## config.mk

```make
export PLATFORM = sky130hd
export DESIGN_NAME = rc_frame_decode_axis_mapper_top
export DESIGN_NICKNAME = d
export VERILOG_FILES = /design/src/rtl/rcfd_pkg.sv /design/src/rtl/rcfd_ctrl.sv /design/src/rtl/rcfd_datapath.sv /design/src/rtl/rc_frame_decode_axis_mapper_top.sv
export SDC_FILE = /design/constraint.sdc
export NUM_CORES = 1
export LEC_CHECK = 0
export ABC_AREA = 1
export BUFFER_PORTS_ARGS = -buffer_cell sky130_fd_sc_hd__buf_2
export CELL_PAD_IN_SITES_DETAIL_PLACEMENT = 1
export CELL_PAD_IN_SITES_GLOBAL_PLACEMENT = 2
export CORE_MARGIN = 3
export CORE_UTILIZATION = 38
export CTS_BUF_LIST = sky130_fd_sc_hd__clkbuf_8
export CTS_CLUSTER_SIZE = 40
export DETAILED_ROUTE_END_ITERATION = 8
export GPL_ROUTABILITY_DRIVEN = 0
export PLACE_DENSITY_LB_ADDON = 0.1
export SLEW_MARGIN = 20
export SYNTH_ARGS = -nofsm -noshare
export SYNTH_HDL_FRONTEND = slang
export SYNTH_SLANG_ARGS = --single-unit
```

## constraint.sdc

```tcl
create_clock -name clk -period 15.85 [get_ports clk]
set_input_delay 0.7925 -clock clk [delete_from_list [all_inputs] [get_ports clk]]
set_output_delay 0.7925 -clock clk [all_outputs]
set_load 0.02 [all_outputs]
```

## src/rtl/rcfd_pkg.sv

```systemverilog
// Shared types and constants of the remote-control frame decoder.
// No dependencies; used by the controller, the datapath, the top level and the checker.
`timescale 1ns / 1ps
`default_nettype none

package rcfd_pkg;

  localparam int BYTE_W        = 8;
  localparam int FRAME_BYTES   = 18;
  localparam int COUNT_W       = 5;
  localparam int CENTER_OFFSET = 1024;
  localparam int RAW_W         = 11;
  localparam int WHEEL_W       = 16;
  localparam int VALUE_W       = 17;
  localparam int MAG_W         = 16;
  localparam int TRIAL_W       = 12;

  localparam int SCALE_W     = 11;
  localparam int LIMIT_W     = 10;
  localparam int CFG_INDEX_W = 1;
  localparam int CFG_DATA_W  = 11;

  localparam logic [CFG_INDEX_W-1:0] REG_STICK_FULL_SCALE = 1'd0;
  localparam logic [CFG_INDEX_W-1:0] REG_GANTRY_Z_LIMIT   = 1'd1;

  localparam logic [SCALE_W-1:0] SCALE_RESET = 11'd660;
  localparam logic [LIMIT_W-1:0] LIMIT_RESET = 10'd100;

  localparam int MODE_W = 2;
  localparam logic [MODE_W-1:0] MODE_NONE    = 2'd0;
  localparam logic [MODE_W-1:0] MODE_CHASSIS = 2'd1;
  localparam logic [MODE_W-1:0] MODE_ARM     = 2'd2;
  localparam logic [MODE_W-1:0] MODE_GANTRY  = 2'd3;

  localparam int NUM_VALUES = 5;
  localparam int SEL_W      = 3;
  localparam logic [SEL_W-1:0] VAL_RX    = 3'd0;
  localparam logic [SEL_W-1:0] VAL_RY    = 3'd1;
  localparam logic [SEL_W-1:0] VAL_LX    = 3'd2;
  localparam logic [SEL_W-1:0] VAL_LY    = 3'd3;
  localparam logic [SEL_W-1:0] VAL_WHEEL = 3'd4;

  localparam int SPEED_W   = 16;
  localparam int ACC_OUT_W = 32;
  localparam int GZ_OUT_W  = 25;

  typedef struct packed {
    logic             take;
    logic             div_load;
    logic             div_step;
    logic             q_store;
    logic             commit;
    logic [SEL_W-1:0] sel;
  } ctl_cmd_t;

  typedef struct packed {
    logic frame_last;
    logic out_free;
  } dp_status_t;

endpackage

`default_nettype wire

```

## src/rtl/rcfd_ctrl.sv

```systemverilog
// Controller of the frame decoder: byte intake, divider sequencing and result commit.
// Depends on rcfd_pkg for the command and status structs.
`timescale 1ns / 1ps
`default_nettype none

module rcfd_ctrl #(
  parameter int FRAC_BITS = 14
) (
  input  logic                 clk,
  input  logic                 rst,
  input  logic                 in_valid,
  output logic                 in_ready,
  input  rcfd_pkg::dp_status_t status,
  output rcfd_pkg::ctl_cmd_t   cmd
);
  import rcfd_pkg::*;

  localparam int STEP_W = $clog2(FRAC_BITS + 1);

  localparam logic [2:0] S_COLLECT = 3'd0;
  localparam logic [2:0] S_LOAD    = 3'd1;
  localparam logic [2:0] S_DIV     = 3'd2;
  localparam logic [2:0] S_STORE   = 3'd3;
  localparam logic [2:0] S_COMMIT  = 3'd4;

  logic [2:0]        state, state_next;
  logic [SEL_W-1:0]  sel, sel_next;
  logic [STEP_W-1:0] bit_cnt, bit_cnt_next;

  always_ff @(posedge clk) begin
    if (rst) begin
      state   <= S_COLLECT;
      sel     <= '0;
      bit_cnt <= '0;
    end else begin
      state   <= state_next;
      sel     <= sel_next;
      bit_cnt <= bit_cnt_next;
    end
  end

  always_comb begin
    state_next   = state;
    sel_next     = sel;
    bit_cnt_next = bit_cnt;
    cmd          = '0;
    cmd.sel      = sel;
    in_ready     = (state == S_COLLECT);
    unique case (state)
      S_COLLECT: begin
        cmd.take = in_valid;
        if (in_valid && status.frame_last) begin
          sel_next   = '0;
          state_next = S_LOAD;
        end
      end
      S_LOAD: begin
        cmd.div_load = 1'b1;
        bit_cnt_next = STEP_W'(FRAC_BITS);
        state_next   = S_DIV;
      end
      S_DIV: begin
        cmd.div_step = 1'b1;
        if (bit_cnt == '0) begin
          state_next = S_STORE;
        end else begin
          bit_cnt_next = bit_cnt - 1'b1;
        end
      end
      S_STORE: begin
        cmd.q_store = 1'b1;
        if (sel == SEL_W'(NUM_VALUES - 1)) begin
          state_next = S_COMMIT;
        end else begin
          sel_next   = sel + 1'b1;
          state_next = S_LOAD;
        end
      end
      S_COMMIT: begin
        if (status.out_free) begin
          cmd.commit = 1'b1;
          state_next = S_COLLECT;
        end
      end
      default: begin
        state_next = S_COLLECT;
      end
    endcase
  end

endmodule

`default_nettype wire

```

## src/rtl/rcfd_datapath.sv

```systemverilog
// Datapath of the frame decoder: frame store, shared restoring divider,
// accumulators, configuration registers and the output register.
// Depends on rcfd_pkg; driven by rcfd_ctrl through ctl_cmd_t.
`timescale 1ns / 1ps
`default_nettype none

module rcfd_datapath #(
  parameter int FRAC_BITS = 14,
  parameter int ACC_WIDTH = 32
) (
  input  logic                                   clk,
  input  logic                                   rst,
  input  rcfd_pkg::ctl_cmd_t                     cmd,
  output rcfd_pkg::dp_status_t                   status,
  input  logic                                   cfg_we,
  input  logic [rcfd_pkg::CFG_INDEX_W-1:0]       cfg_index,
  input  logic [rcfd_pkg::CFG_DATA_W-1:0]        cfg_data,
  input  logic [rcfd_pkg::BYTE_W-1:0]            rx_byte,
  input  logic                                   frame_end,
  input  logic                                   out_ready,
  output logic                                   out_valid,
  output logic [rcfd_pkg::MODE_W-1:0]            drive_mode,
  output logic signed [rcfd_pkg::SPEED_W-1:0]    chassis_vx,
  output logic signed [rcfd_pkg::SPEED_W-1:0]    chassis_vy,
  output logic signed [rcfd_pkg::SPEED_W-1:0]    chassis_turn_speed,
  output logic signed [rcfd_pkg::SPEED_W-1:0]    claw_angle,
  output logic signed [rcfd_pkg::ACC_OUT_W-1:0]  wrist_yaw,
  output logic signed [rcfd_pkg::ACC_OUT_W-1:0]  wrist_pitch,
  output logic signed [rcfd_pkg::ACC_OUT_W-1:0]  elbow_pitch,
  output logic signed [rcfd_pkg::ACC_OUT_W-1:0]  elbow_yaw,
  output logic signed [rcfd_pkg::SPEED_W-1:0]    gantry_x,
  output logic signed [rcfd_pkg::SPEED_W-1:0]    gantry_y,
  output logic signed [rcfd_pkg::GZ_OUT_W-1:0]   gantry_z
);
  import rcfd_pkg::*;

  localparam int QW     = FRAC_BITS + 2;
  localparam int QMAG_W = FRAC_BITS + 1;
  localparam int GZ_W   = LIMIT_W + FRAC_BITS + 1;
  localparam logic [QMAG_W-1:0] Q_ONE = {1'b1, {FRAC_BITS{1'b0}}};

  function automatic logic [SPEED_W-1:0] fit_speed(input logic signed [QW-1:0] v);
    logic signed [63:0] t;
    t = 64'(v);
    return t[SPEED_W-1:0];
  endfunction

  function automatic logic [ACC_OUT_W-1:0] fit_acc(input logic signed [ACC_WIDTH-1:0] v);
    logic signed [63:0] t;
    t = 64'(v);
    return t[ACC_OUT_W-1:0];
  endfunction

  function automatic logic [GZ_OUT_W-1:0] fit_gz(input logic signed [GZ_W-1:0] v);
    logic signed [63:0] t;
    t = 64'(v);
    return t[GZ_OUT_W-1:0];
  endfunction

  function automatic logic signed [ACC_WIDTH-1:0] sat_add(
    input logic signed [ACC_WIDTH-1:0] a,
    input logic signed [QW-1:0]        d
  );
    logic signed [ACC_WIDTH:0] s;
    s = (ACC_WIDTH + 1)'(a) + (ACC_WIDTH + 1)'(d);
    if (s[ACC_WIDTH] != s[ACC_WIDTH-1]) begin
      return s[ACC_WIDTH] ? {1'b1, {(ACC_WIDTH - 1){1'b0}}}
                          : {1'b0, {(ACC_WIDTH - 1){1'b1}}};
    end
    return s[ACC_WIDTH-1:0];
  endfunction

  // Configuration registers.
  logic [SCALE_W-1:0] stick_full_scale;
  logic [LIMIT_W-1:0] gantry_z_limit;

  always_ff @(posedge clk) begin
    if (rst) begin
      stick_full_scale <= SCALE_RESET;
      gantry_z_limit   <= LIMIT_RESET;
    end else if (cfg_we) begin
      unique case (cfg_index)
        REG_STICK_FULL_SCALE: stick_full_scale <= cfg_data;
        REG_GANTRY_Z_LIMIT:   gantry_z_limit   <= cfg_data[LIMIT_W-1:0];
      endcase
    end
  end

  // Byte intake.
  logic [COUNT_W-1:0] byte_count;
  logic [BYTE_W-1:0]  frame_store [FRAME_BYTES];

  always_ff @(posedge clk) begin
    if (rst) begin
      byte_count <= '0;
    end else if (cmd.take) begin
      if (frame_end) begin
        byte_count <= '0;
      end else if (byte_count < COUNT_W'(FRAME_BYTES)) begin
        byte_count <= byte_count + 1'b1;
      end
    end
  end

  always_ff @(posedge clk) begin
    if (cmd.take && (byte_count < COUNT_W'(FRAME_BYTES))) begin
      frame_store[byte_count] <= rx_byte;
    end
  end

  assign status.frame_last = frame_end && (byte_count >= COUNT_W'(FRAME_BYTES - 1));
  assign status.out_free   = !out_valid || out_ready;

  // Field extraction from the stored frame.
  logic [RAW_W-1:0]          raw_rx, raw_ry, raw_lx, raw_ly;
  logic [WHEEL_W-1:0]        wheel_raw;
  logic [MODE_W-1:0]         frame_mode;
  logic signed [VALUE_W-1:0] val_sel;
  logic [MAG_W-1:0]          mag;

  assign raw_rx     = {frame_store[1][2:0], frame_store[0]};
  assign raw_ry     = {frame_store[2][5:0], frame_store[1][7:3]};
  assign raw_lx     = {frame_store[4][0], frame_store[3], frame_store[2][7:6]};
  assign raw_ly     = {frame_store[5][3:0], frame_store[4][7:1]};
  assign frame_mode = frame_store[5][7:6];
  assign wheel_raw  = {frame_store[17], frame_store[16]} - WHEEL_W'(CENTER_OFFSET);

  always_comb begin
    unique case (cmd.sel)
      VAL_RX:    val_sel = VALUE_W'($signed({1'b0, raw_rx})) - VALUE_W'(CENTER_OFFSET);
      VAL_RY:    val_sel = VALUE_W'($signed({1'b0, raw_ry})) - VALUE_W'(CENTER_OFFSET);
      VAL_LX:    val_sel = VALUE_W'($signed({1'b0, raw_lx})) - VALUE_W'(CENTER_OFFSET);
      VAL_LY:    val_sel = VALUE_W'($signed({1'b0, raw_ly})) - VALUE_W'(CENTER_OFFSET);
      VAL_WHEEL: val_sel = VALUE_W'($signed(wheel_raw));
      default:   val_sel = '0;
    endcase
  end

  assign mag = val_sel[VALUE_W-1] ? MAG_W'(-val_sel) : MAG_W'(val_sel);

  // Shared restoring divider, one quotient bit per cycle.
  logic [TRIAL_W-1:0] trial, rem;
  logic [QMAG_W-1:0]  qacc, qmag;
  logic               q_neg, q_sat, q_zero, ge;
  logic [QW-1:0]      q_pos;
  logic signed [QW-1:0] q_signed;

  assign ge  = trial >= TRIAL_W'(stick_full_scale);
  assign rem = ge ? trial - TRIAL_W'(stick_full_scale) : trial;

  always_ff @(posedge clk) begin
    if (cmd.div_load) begin
      q_neg <= val_sel[VALUE_W-1];
      trial <= mag[TRIAL_W-1:0];
      qacc  <= '0;
      if (stick_full_scale == '0) begin
        q_sat  <= (mag != '0);
        q_zero <= (mag == '0);
      end else begin
        q_sat  <= (mag >= MAG_W'({stick_full_scale, 1'b0}));
        q_zero <= 1'b0;
      end
    end else if (cmd.div_step) begin
      trial <= {rem[TRIAL_W-2:0], 1'b0};
      qacc  <= {qacc[QMAG_W-2:0], ge};
    end
  end

  always_comb begin
    if (q_zero) begin
      qmag = '0;
    end else if (q_sat || (qacc > Q_ONE)) begin
      qmag = Q_ONE;
    end else begin
      qmag = qacc;
    end
    q_pos    = {1'b0, qmag};
    q_signed = q_neg ? -$signed(q_pos) : $signed(q_pos);
  end

  logic signed [QW-1:0] qv [NUM_VALUES];

  always_ff @(posedge clk) begin
    if (cmd.q_store) begin
      qv[cmd.sel] <= q_signed;
    end
  end

  // Accumulators and mode routing.
  logic signed [ACC_WIDTH-1:0] wrist_yaw_sum, wrist_pitch_sum, elbow_pitch_sum, elbow_yaw_sum;
  logic signed [ACC_WIDTH-1:0] wy_next, wp_next, ep_next, ey_next;
  logic signed [GZ_W-1:0]      gantry_z_sum, gz_next;
  logic signed [GZ_W:0]        gz_raw, gz_lim;

  always_comb begin
    wy_next = sat_add(wrist_yaw_sum, qv[VAL_WHEEL]);
    wp_next = sat_add(wrist_pitch_sum, qv[VAL_RY]);
    ep_next = sat_add(elbow_pitch_sum, qv[VAL_LY]);
    ey_next = sat_add(elbow_yaw_sum, qv[VAL_LX]);
    gz_lim  = (GZ_W + 1)'($signed({1'b0, gantry_z_limit, {FRAC_BITS{1'b0}}}));
    gz_raw  = (GZ_W + 1)'(gantry_z_sum) + (GZ_W + 1)'(qv[VAL_RY]);
    if (gz_raw > gz_lim) begin
      gz_next = gz_lim[GZ_W-1:0];
    end else if (gz_raw < -gz_lim) begin
      gz_next = GZ_W'(-gz_lim);
    end else begin
      gz_next = gz_raw[GZ_W-1:0];
    end
  end

  always_ff @(posedge clk) begin
    if (rst) begin
      wrist_yaw_sum   <= '0;
      wrist_pitch_sum <= '0;
      elbow_pitch_sum <= '0;
      elbow_yaw_sum   <= '0;
      gantry_z_sum    <= '0;
    end else if (cmd.commit) begin
      if (frame_mode == MODE_ARM) begin
        wrist_yaw_sum   <= wy_next;
        wrist_pitch_sum <= wp_next;
        elbow_pitch_sum <= ep_next;
        elbow_yaw_sum   <= ey_next;
      end
      if (frame_mode == MODE_GANTRY) begin
        gantry_z_sum <= gz_next;
      end
    end
  end

  // Output register.
  always_ff @(posedge clk) begin
    if (rst) begin
      out_valid <= 1'b0;
    end else if (cmd.commit) begin
      out_valid <= 1'b1;
    end else if (out_ready) begin
      out_valid <= 1'b0;
    end
  end

  always_ff @(posedge clk) begin
    if (cmd.commit) begin
      drive_mode         <= frame_mode;
      chassis_vx         <= '0;
      chassis_vy         <= '0;
      chassis_turn_speed <= '0;
      claw_angle         <= '0;
      wrist_yaw          <= '0;
      wrist_pitch        <= '0;
      elbow_pitch        <= '0;
      elbow_yaw          <= '0;
      gantry_x           <= '0;
      gantry_y           <= '0;
      gantry_z           <= '0;
      unique case (frame_mode)
        MODE_NONE: begin
        end
        MODE_CHASSIS: begin
          chassis_vx         <= fit_speed(qv[VAL_LX]);
          chassis_vy         <= fit_speed(-qv[VAL_LY]);
          chassis_turn_speed <= fit_speed(qv[VAL_WHEEL]);
        end
        MODE_ARM: begin
          claw_angle  <= fit_speed(-qv[VAL_RX]);
          wrist_yaw   <= fit_acc(wy_next);
          wrist_pitch <= fit_acc(wp_next);
          elbow_pitch <= fit_acc(ep_next);
          elbow_yaw   <= fit_acc(ey_next);
        end
        MODE_GANTRY: begin
          gantry_x <= fit_speed(qv[VAL_LY]);
          gantry_y <= fit_speed(qv[VAL_LX]);
          gantry_z <= fit_gz(gz_next);
        end
      endcase
    end
  end

endmodule

`default_nettype wire

```

## src/rtl/rc_frame_decode_axis_mapper_top.sv

```systemverilog
// Top level of the remote-control frame decoder and axis mapper.
// Instantiates rcfd_ctrl and rcfd_datapath; depends on rcfd_pkg.
//
//   Channel   Handshake             Payload
//   input     in_valid/in_ready     rx_byte, frame_end
//   result    out_valid/out_ready   drive_mode and the eleven axis fields
//   config    cfg_we                cfg_index, cfg_data
//
// A byte that does not complete a frame leaves input ready high.
// The last byte of a full frame starts five normalizing divisions on one shared
// restoring divider, each through the load, divide and store states, and input ready
// stays low through them and the commit, which waits while the prior result is still held.
// Reset is synchronous and needs no clearing pass; the frame store is never read unwritten.
`timescale 1ns / 1ps
`default_nettype none

module rc_frame_decode_axis_mapper_top #(
  parameter int FRAC_BITS = 14,
  parameter int ACC_WIDTH = 32
) (
  input  logic                                   clk,
  input  logic                                   rst,
  input  logic                                   in_valid,
  output logic                                   in_ready,
  input  logic [rcfd_pkg::BYTE_W-1:0]            rx_byte,
  input  logic                                   frame_end,
  output logic                                   out_valid,
  input  logic                                   out_ready,
  output logic [rcfd_pkg::MODE_W-1:0]            drive_mode,
  output logic signed [rcfd_pkg::SPEED_W-1:0]    chassis_vx,
  output logic signed [rcfd_pkg::SPEED_W-1:0]    chassis_vy,
  output logic signed [rcfd_pkg::SPEED_W-1:0]    chassis_turn_speed,
  output logic signed [rcfd_pkg::SPEED_W-1:0]    claw_angle,
  output logic signed [rcfd_pkg::ACC_OUT_W-1:0]  wrist_yaw,
  output logic signed [rcfd_pkg::ACC_OUT_W-1:0]  wrist_pitch,
  output logic signed [rcfd_pkg::ACC_OUT_W-1:0]  elbow_pitch,
  output logic signed [rcfd_pkg::ACC_OUT_W-1:0]  elbow_yaw,
  output logic signed [rcfd_pkg::SPEED_W-1:0]    gantry_x,
  output logic signed [rcfd_pkg::SPEED_W-1:0]    gantry_y,
  output logic signed [rcfd_pkg::GZ_OUT_W-1:0]   gantry_z,
  input  logic                                   cfg_we,
  input  logic [rcfd_pkg::CFG_INDEX_W-1:0]       cfg_index,
  input  logic [rcfd_pkg::CFG_DATA_W-1:0]        cfg_data
);
  import rcfd_pkg::*;

  ctl_cmd_t   cmd;
  dp_status_t status;

  rcfd_ctrl #(
    .FRAC_BITS (FRAC_BITS)
  ) u_ctrl (
    .clk      (clk),
    .rst      (rst),
    .in_valid (in_valid),
    .in_ready (in_ready),
    .status   (status),
    .cmd      (cmd)
  );

  rcfd_datapath #(
    .FRAC_BITS (FRAC_BITS),
    .ACC_WIDTH (ACC_WIDTH)
  ) u_datapath (
    .clk                (clk),
    .rst                (rst),
    .cmd                (cmd),
    .status             (status),
    .cfg_we             (cfg_we),
    .cfg_index          (cfg_index),
    .cfg_data           (cfg_data),
    .rx_byte            (rx_byte),
    .frame_end          (frame_end),
    .out_ready          (out_ready),
    .out_valid          (out_valid),
    .drive_mode         (drive_mode),
    .chassis_vx         (chassis_vx),
    .chassis_vy         (chassis_vy),
    .chassis_turn_speed (chassis_turn_speed),
    .claw_angle         (claw_angle),
    .wrist_yaw          (wrist_yaw),
    .wrist_pitch        (wrist_pitch),
    .elbow_pitch        (elbow_pitch),
    .elbow_yaw          (elbow_yaw),
    .gantry_x           (gantry_x),
    .gantry_y           (gantry_y),
    .gantry_z           (gantry_z)
  );

endmodule

`default_nettype wire

```

# Word-level counts from Yosys, hierarchy flattened
# Memory sizes are Yosys's and may differ from the RTL's.
# Index checks and enable logic that the tools add are counted.
# totals
regBits,471
mem_bits_rw,224
in_bits,26
output_inout_bits,253
elab_cells,154
memories,2
# classes
addsub,19
n_lt_le_gt_ge,7
eq_ne,20
mux,51
bitwise_logic,1
reduce_logical,25
# memory_table
memory,depth,width,rd,rd_ports_with_merged_regs,wr,line,text
u_datapath.frame_store,18,8,8,0,1,rcfd_datapath.sv:91,logic [BYTE_W-1:0] frame_store [FRAME_BYTES];
u_datapath.qv,5,16,5,0,1,rcfd_datapath.sv:181,logic signed [QW-1:0] qv [NUM_VALUES];
# ops
operator,count
$mux W32,12
$add A32 B16 Y33,4
$pmux W17 S5,1
$mux W25,2
$neg A16 Y16,3
$sub A11 B11 Y12 const B,4
$mux W16,2
$mux W15,2
$add A25 B16 Y26,1
$gt A26 B25 Y1,1
$lt A26 B26 Y1,1
$neg A24 Y26,1
$mux W12,2
$mux W3,6
$mux W1,17
$ge A16 B12 Y1,1
$logic_not A16 Y1,1
$neg A15 Y16,1
$reduce_bool A16 Y1,1
$sub A16 B11 Y16 const B,1
$gt A15 B15 Y1 const B,1
$pmux W3 S5,1
$eq A3 B2 Y1 const B,4
$ge A12 B11 Y1,1
28 further kinds,52

# Longest topological paths before layout
# Gate-level depths: netlist of the first run.
# An unclocked memory read counts as a cell.
# depth
depth_word,7
mapped_depth,34
depth_no_buf,33

# Modules after synthesis
# Synthesis of the first run repeated with hierarchy kept, for this count alone.
# unflattened
hier_cells,4119
area_unflattened_um2,35215.0
# by_module_without_submodules
module,instances,cells_each,area_per_inst_um2,seq_area_each_um2
rcfd_datapath,1,4029,34593.2,16155.5
rcfd_ctrl,1,90,621.8,200.2

# Worst setup path before layout of the first run
# OpenSTA, ideal clock, no wires.
# synth_timing
kind,input -> register
from,in out_ready
to,reg u_datapath.elbow_yaw_sum[26]
setup_ns,0.109
t_arrival_ns,13.286
required_time_ns,15.741
setup_slack_ns,2.455
stages,9
path_buffers,2
path_cell_list,nor2_1 -> nor2_1 -> inv_1 -> nor2_1 -> clkbuf_1 -> buf_1 -> nand3_1 -> nand2_1 -> inv_1
# synth_lines
item,line,text
from (decl),rc_frame_decode_axis_mapper_top.sv:28,"input logic out_ready,"
to (signal assigned),rcfd_datapath.sv:223,elbow_yaw_sum <= ey_next;
to (decl),rcfd_datapath.sv:190,"logic signed [ACC_WIDTH-1:0] wrist_yaw_sum, wrist_pitch_sum, elbow_pitch_sum, elbow_yaw_sum;"

==> out/qor.csv, run 1 <==
metric,value,unit
required,16.45,ns
synthToLayoutAreaGrowth,13.6,%
finalNonFillerCells,5967,
antenna_found_initial,5,
clock-sinks,613,
ctsRootBufferMaster,clkbuf_8,
status,"complete, no violations",
syn-num-nets,4580,
grt_max_degree,93,
cts_htree_levels,3,
wl,115,mm
cts_buffers,110,
drive_above_1_share,0.122,
ys_dominant_reg_cell,edfxtp_1,
ios,279,
first_pass_iters,5,
synth_top_area_frac,0.345,
tritoncts,yes,
crit_arrival,5.63,ns
synth.yosys.seq_area_share,0.460,
synth_cells,4336,
critPathKind,register to register,
rows,111,
r2r_start,u_datapath.qv[1][6]$_DFFE_PP_,
ir_drop,0.0000556,V
synth_cell_type_count,62,
overflow,0,
end_kind,register,
nets,4869,
critPathCapture,u_datapath.gantry_z[8]$_SDFFCE_PN0P_,
dp_hpwl,85.1,mm
ys_ff_latch,613,
synthTopCellsByArea,"edfxtp_1, dfxtp_1, nand2_1",
holdBufCountCts,0,
drtAntennaViolNets,0,
rsz0062_at_grt,false,
grt_pass1_vias,31563,
rrSetupSlack,10.82,ns
final_area,40400,sq um
fp.dieH,312,microns
vias_per_cell,5.06,
cp-start-kind,register,
crit_start,u_datapath.qv[1][6]$_DFFE_PP_,
synth_edf_count,408,
drv_cap,0,
r2r-end,u_datapath.gantry_z[8]$_SDFFCE_PN0P_,
leakagePower,18.6,nW
final_cell_mix,"nand2_1, nor2_1, inv_1",
setup_viol,0,
groute.usage.overall,0.234,
wire_per_inst,19.3,microns
cts_resized,0,
post-route-min-period,5.03,ns
port_buffers,278,
yosys.area.top_type,edfxtp_1,
avgSynthCellArea,8.20,sq um
clk_latency,0.76,ns
path_clk_slew,0.06,ns
fin_crit_sh,0.318,
hold_viol_final,0,
worst_slack,10.82,ns
slew_headroom,0.285,
fmax,199,MHz
hold_depth,3,
maxSlewViolCount,0,
drt_iter0_markers,1660,
power_density,95.9,nW/um^2
tightest_slew,1.07,ns
drc,0,
dieArea,97200,sq um
die_w,312,microns
initial_core_util,0.385,
clockBufferDepth,3,
clock-skew-final,0.0330,ns
syn-cell-area,35500,sq um
postPlaceCellArea,38100,sq um
fin_hold_ws,0.292,ns
final.setup.tns,0,ns
cp_max_fo,18,
numPlacedInstances,5756,
hp-class,input pin to register,
reg2reg_depth,22,
dp_slack,10.73,ns
grt_first_pass_wirelength,181,mm
final_common_cell,nand2_1,
ys_warn_count,0,
vias,30201,
post_cts_buffers,0,
async_flop_share,0,
core_area,92200,sq um
==> metal layers <==
| metal | wire length (microns) | part of all wire | global-route usage |
|---|---|---|---|
| met1 | 54700 | 0.47 | 0.321 |
| met2 | 52900 | 0.46 | 0.386 |
| met3 | 4810 | 0.042 | 0.0350 |
| met4 | 2830 | 0.025 | 0.0634 |
| met5 | 0 | 0 | 0 |
==> cells by family after synthesis <==
| kind of cell | synth area share |
|---|---|
| and+or+nand+nor | 0.228 |
| buffers and inverters | 0.0808 |
| AOI/OAI and AO/OA | 0.111 |
| DFF | 0.460 |
| adders and majority gates | 0.0780 |
| xor gates and xnor gates | 0.0418 |
==> area by class of cell <==
class                   count  area [sq um]
clock buffers             117          1610
clock inverters            93           659
multi-input cells        3012         16400
fillers                 11322         51900
flip-flops and latches    613         16400
inverters                 577          2170
repair buffers            311          1650
well taps                1243          1560
diodes                      1          2.50
==> worst max-delay path: stages (launching register included) <==
cell and delay [ns]:
edfxtp_1 0.43, ha_1 0.39, nand2_1 0.14, nand2_1 0.06, nand2_1 0.05, nand2_1 0.09
a21oi_1 0.20, nand2_1 0.10, a21oi_1 0.31, o221ai_2 0.17, xor2_2 0.55, inv_1 0.11
ha_1 0.35, nand2_1 0.10, nor2_1 0.05, nor2_1 0.12, nand3_1 0.32, nand2_1 0.17
buf_4 0.29, clkinv_1 0.44, nor2_1 0.20, nand2_1 0.10, nor2_1 0.13
==> where the power goes <==
part	internal, mW	switching (mW)	leakage, nW
Clock	0.834	0.717	1.28
Sequential	1.76	0.0196	5.40
Combinational	0.155	0.380	12.0
==> cells in the mapped netlist, types with 6 or more instances <==
master	number
a211oi_1	7
a21boi_0	6
a21o_1	28
a21oi_1	345
a21oi_2	11
a221oi_1	9
a31oi_1	27
buf_1	13
buf_2	20
buf_4	14
buf_6	15
clkbuf_1	71
dfxtp_1	205
edfxtp_1	408
fa_1	6
ha_1	212
inv_1	560
inv_2	16
nand2_1	868
nand2_2	18
nand3_1	255
nand3_2	10
nand3b_1	13
nand4_1	37
nor2_1	646
nor3_1	54
nor4_1	16
o2111ai_1	8
o211ai_1	16
o21a_1	8
o21ai_0	159
o21ai_2	8
o21bai_1	11
o22ai_1	19
xnor2_1	35
xor2_1	129
==> worst min path at each step <==
stage | from | end
final | cfg_data[9] | u_datapath.stick_full_scale[9]$_SDFFE_PP1P_
after global routing | cfg_data[9] | u_datapath.stick_full_scale[9]$_SDFFE_PP1P_
after CTS | cfg_data[9] | u_datapath.stick_full_scale[9]$_SDFFE_PP1P_
after detailed placement | u_ctrl.bit_cnt[0]$_SDFFE_PP0P_ | u_ctrl.bit_cnt[0]$_SDFFE_PP0P_
after global placement | u_ctrl.bit_cnt[0]$_SDFFE_PP0P_ | u_ctrl.bit_cnt[0]$_SDFFE_PP0P_
after floorplan | u_ctrl.bit_cnt[0]$_SDFFE_PP0P_ | u_ctrl.bit_cnt[0]$_SDFFE_PP0P_
==> state kept, by name, indices dropped and copies added, names as in the netlist, 15 cells and up <==
| name | cells |
|---|---|
| u_datapath.gantry_z | 25 |
| u_datapath.elbow_yaw | 32 |
| u_datapath.chassis_vy | 16 |
| u_datapath.gantry_x | 16 |
| u_datapath.gantry_y | 16 |
| u_datapath.wrist_pitch | 32 |
| u_datapath.wrist_yaw_sum | 32 |
| u_datapath.elbow_pitch_sum | 32 |
| u_datapath.qacc | 15 |
| u_datapath.qv | 80 |
| u_datapath.elbow_yaw_sum | 32 |
| u_datapath.wrist_yaw | 32 |
| u_datapath.gantry_z_sum | 25 |
| u_datapath.claw_angle | 16 |
| u_datapath.chassis_turn_speed | 16 |
| u_datapath.chassis_vx | 16 |
| u_datapath.wrist_pitch_sum | 32 |
| u_datapath.elbow_pitch | 32 |
| u_datapath.frame_store | 62 |
==> stage by stage <==
step / utilization / total power [mW]
after global placement: 0.413 / 2.35
after global routing: 0.438 / 4.07
final: 0.438 / 3.87
after floorplan: - / 2.14
after detailed placement: 0.413 / 2.36
after CTS: 0.438 / 3.94
(Power assumes the default switching activity.)
==> inputs of run 2 (changes only) <==
- ABC_AREA: 1 -> 0
- CORE_UTILIZATION: 38 -> 40
- clock period: 15.85 -> 4.9 ns (I/O delays scaled with it)
==> out/qor.csv, run 2 <==
metric,value,unit,change
tritoncts,yes,,
core_area,79600,sq um,-14%
cp_cell_sequence,ha_2 > fa_2 > a211o_1 > a211o_1 > a32oi_2 > o21bai_1 > a21boi_2 > nor2_1 > o311a_1 > ha_4 > or4b_4 > a2111oi_4 > o2111ai_2 > nor4_2 > a31oi_1 > o2111ai_1 > a31o_4 > nand2b_4 > or2_4 > and3b_1,,
r2r-end,u_datapath.gantry_z[4]$_SDFFCE_PN0P_,,
rrSetupSlack,-0.36,ns,-11.17 ns
synth_cell_type_count,83,,+34%
tightest_slew,1.11,ns,+0.0351 ns
cp_slowest_stage_delay,0.46,ns,-0.09 ns
ir_drop,0.000292,V,+420%
fp.dieH,291,microns,-6.8%
clock-skew-final,0.0464,ns,+0.0134 ns
path_delay_family,compound AO/OA/AOI/OAI gates,,
synth.yosys.seq_area_share,0.504,,+0.0442
final_common_cell,nor2_1,,
cts_htree_levels,3,,unchanged
failed_checks,negative setup slack,,
synth_cells,3250,,-25%
path_buf_inv,0,,-3
synth_top_area_frac,0.378,,+0.0331
reg2reg_depth,20,,-9.1%
path_common_cell,a211o_1,,
maxSlewViolCount,0,,unchanged
dp_slack,-0.558,ns,-11.29 ns
path_clk_slew,0.06,ns,about the same
clock-sinks,613,,unchanged
leakagePower,16.2,nW,-13%
groute.usage.overall,0.245,,+0.0110
crit_start,u_datapath.qv[1][0]$_DFFE_PP_,,
vias_per_cell,5.50,,+8.7%
nets,3949,,-19%
grt_pass1_vias,28286,,-10%
slowest_stage,or4b_4,,
ys_ff_latch,613,,unchanged
finalNonFillerCells,4854,,-19%
syn-cell-area,32400,sq um,-8.8%
drc,0,,unchanged
synthTopCellsByCount,"nor2_1, edfxtp_1, nand2_1, o21ai_0, a21oi_1",,
required,5.48,ns,-10.97 ns
avgSynthCellArea,9.98,sq um,+22%
initial_core_util,0.407,,+0.0218
die_w,291,microns,-6.8%
ys_warn_count,0,,unchanged
critPathKind,register to register,,
dieArea,84500,sq um,-13%
synthTopCellsByArea,"edfxtp_1, dfxtp_1, ha_1",,
fmax,190,MHz,-4.2%
grt_max_degree,176,,+89%
antenna_found_initial,7,,+2
ios,279,,unchanged
clockBufferDepth,3,,unchanged
final_cell_mix,"nor2_1, edfxtp_1, nand2_1",,
largest_register_ffs,80,,unchanged
drt_iter0_markers,1361,,-18%
first_pass_iters,5,,unchanged
grt_first_pass_wirelength,164,mm,-9.3%
status,"complete, but fails checks",,
hp-class,input pin to register,,
drtAntennaViolNets,0,,unchanged
clk_latency,0.74,ns,-0.02 ns
wl,107,mm,-7.5%
hold_viol_final,0,,unchanged
post-route-min-period,5.26,ns,+0.222 ns
vias,26699,,-12%
syn-num-nets,3494,,-24%
yosys.area.top_type,edfxtp_1,,
cts_buffers,109,,-0.91%
crit_arrival,5.84,ns,+0.21 ns
ys_dominant_reg_cell,edfxtp_1,,
largestRegisters,"u_datapath.qv: 80 flops, u_datapath.frame_store: 62 flops",,
async_flop_share,0,,unchanged
ctsRootBufferMaster,clkbuf_8,,
rsz0062_at_grt,true,,
port_buffers,278,,unchanged
regMostFlops,u_datapath.qv,,
numPlacedInstances,4602,,-20%
setup_viol,50,,+50
crit_cells,20,,-9.1%
critPathCapture,u_datapath.gantry_z[4]$_SDFFCE_PN0P_,,
r2r_start,u_datapath.qv[1][0]$_DFFE_PP_,,
synthToLayoutAreaGrowth,20.3,%,
dp_hpwl,78.0,mm,-8.3%
drive_above_1_share,0.182,,+0.0599
rows,103,,-7.2%
cp_max_fo,6,,-12
fin_crit_sh,1.07,,+0.755
yosys.cell_count.top_type,nor2_1,,
wire_per_inst,21.9,microns,+14%
synth_edf_count,408,,unchanged
slew_headroom,0.259,,-0.0251
overflow,0,,unchanged
worst_slack,-0.356,ns,-11.17 ns
end_kind,register,,
power_density,303,nW/um^2,+220%
cp-start-kind,register,,
drv_cap,0,,unchanged
-- run 2: worst min-delay path by stage --
stage	depth (start not counted)	startpoint	endpoint	slack, ns
after detailed placement	2	u_datapath.wrist_pitch_sum[14]$_SDFFE_PP0P_	u_datapath.wrist_pitch_sum[14]$_SDFFE_PP0P_	0.45
final	4	cfg_index	u_datapath.stick_full_scale[1]$_SDFFE_PP0P_	0.08
after global routing	4	cfg_index	u_datapath.stick_full_scale[0]$_SDFFE_PP0P_	0.1
after global placement	2	u_datapath.wrist_yaw_sum[12]$_SDFFE_PP0P_	u_datapath.wrist_yaw_sum[12]$_SDFFE_PP0P_	0.44
after CTS	4	cfg_index	u_datapath.stick_full_scale[1]$_SDFFE_PP0P_	0.02
after floorplan	0	rx_byte[0]	u_datapath.frame_store[0][0]$_DFFE_PP_	0.34
-- run 2: tightest hold or removal path, cell delays in order --
cell,delay (ns)
buf_2,0.11
nor2b_1,0.19
nand2_1,0.13
a21oi_1,0.05
-- run 2: stage by stage --
stage / instance area (sq um) / power (mW) / setup TNS [ns] / utilization / hold WS, ns
after floorplan: 32700 / 6.35 / -51.94 / - / 0.344
after global placement: 36000 / 6.72 / -10.33 / 0.452 / 0.440
after detailed placement: 36000 / 6.74 / -21.39 / 0.452 / 0.450
after CTS: 38800 / 12.0 / -11.21 / 0.487 / 0.0185
after global routing: 39000 / 12.3 / -27.14 / 0.490 / 0.0986
final: 39000 / 11.8 / -13.27 / 0.490 / 0.0787
-- run 2: timing repair --
action	CTS	global route
cloned	1	1
pin swaps	6	9
hold buffers	24	0
buffers inserted	9	7
resized for setup	26	30
endpoints found under the setup margin	50	57
endpoints found under the hold margin	90	0
-- run 2: cell type report --
class | instances | area [sq um]
clock buffers | 121 | 1670
repair buffers | 463 | 2960
multi-input cells | 2389 | 15500
diodes | 3 | 7.51
inverters | 129 | 488
flip-flops and latches | 613 | 16400
fillers | 8995 | 40600
well taps | 1050 | 1310
clock inverters | 86 | 681
-- run 2: logic make-up after synthesis --
logic type | share of synthesized area
simple gates | 0.163
fa+ha+maj | 0.0864
xor+xnor | 0.0462
buf+inv | 0.0292
mux | 0.00637
compound gates | 0.165
flops | 0.504
-- run 2: metal layers --
metal	global-route usage	vias up	wire [microns]
li1	-	12750	-
met1	0.308	13121	45500
met2	0.424	636	52200
met3	0.0448	192	5540
met4	0.0849	0	3300
met5	0	-	0
-- run 2: where the power goes --
group	internal, mW	leakage, nW	switching, mW
Sequential	5.61	5.40	0.0776
Clock	2.86	1.29	2.29
Combinational	0.381	9.56	0.607
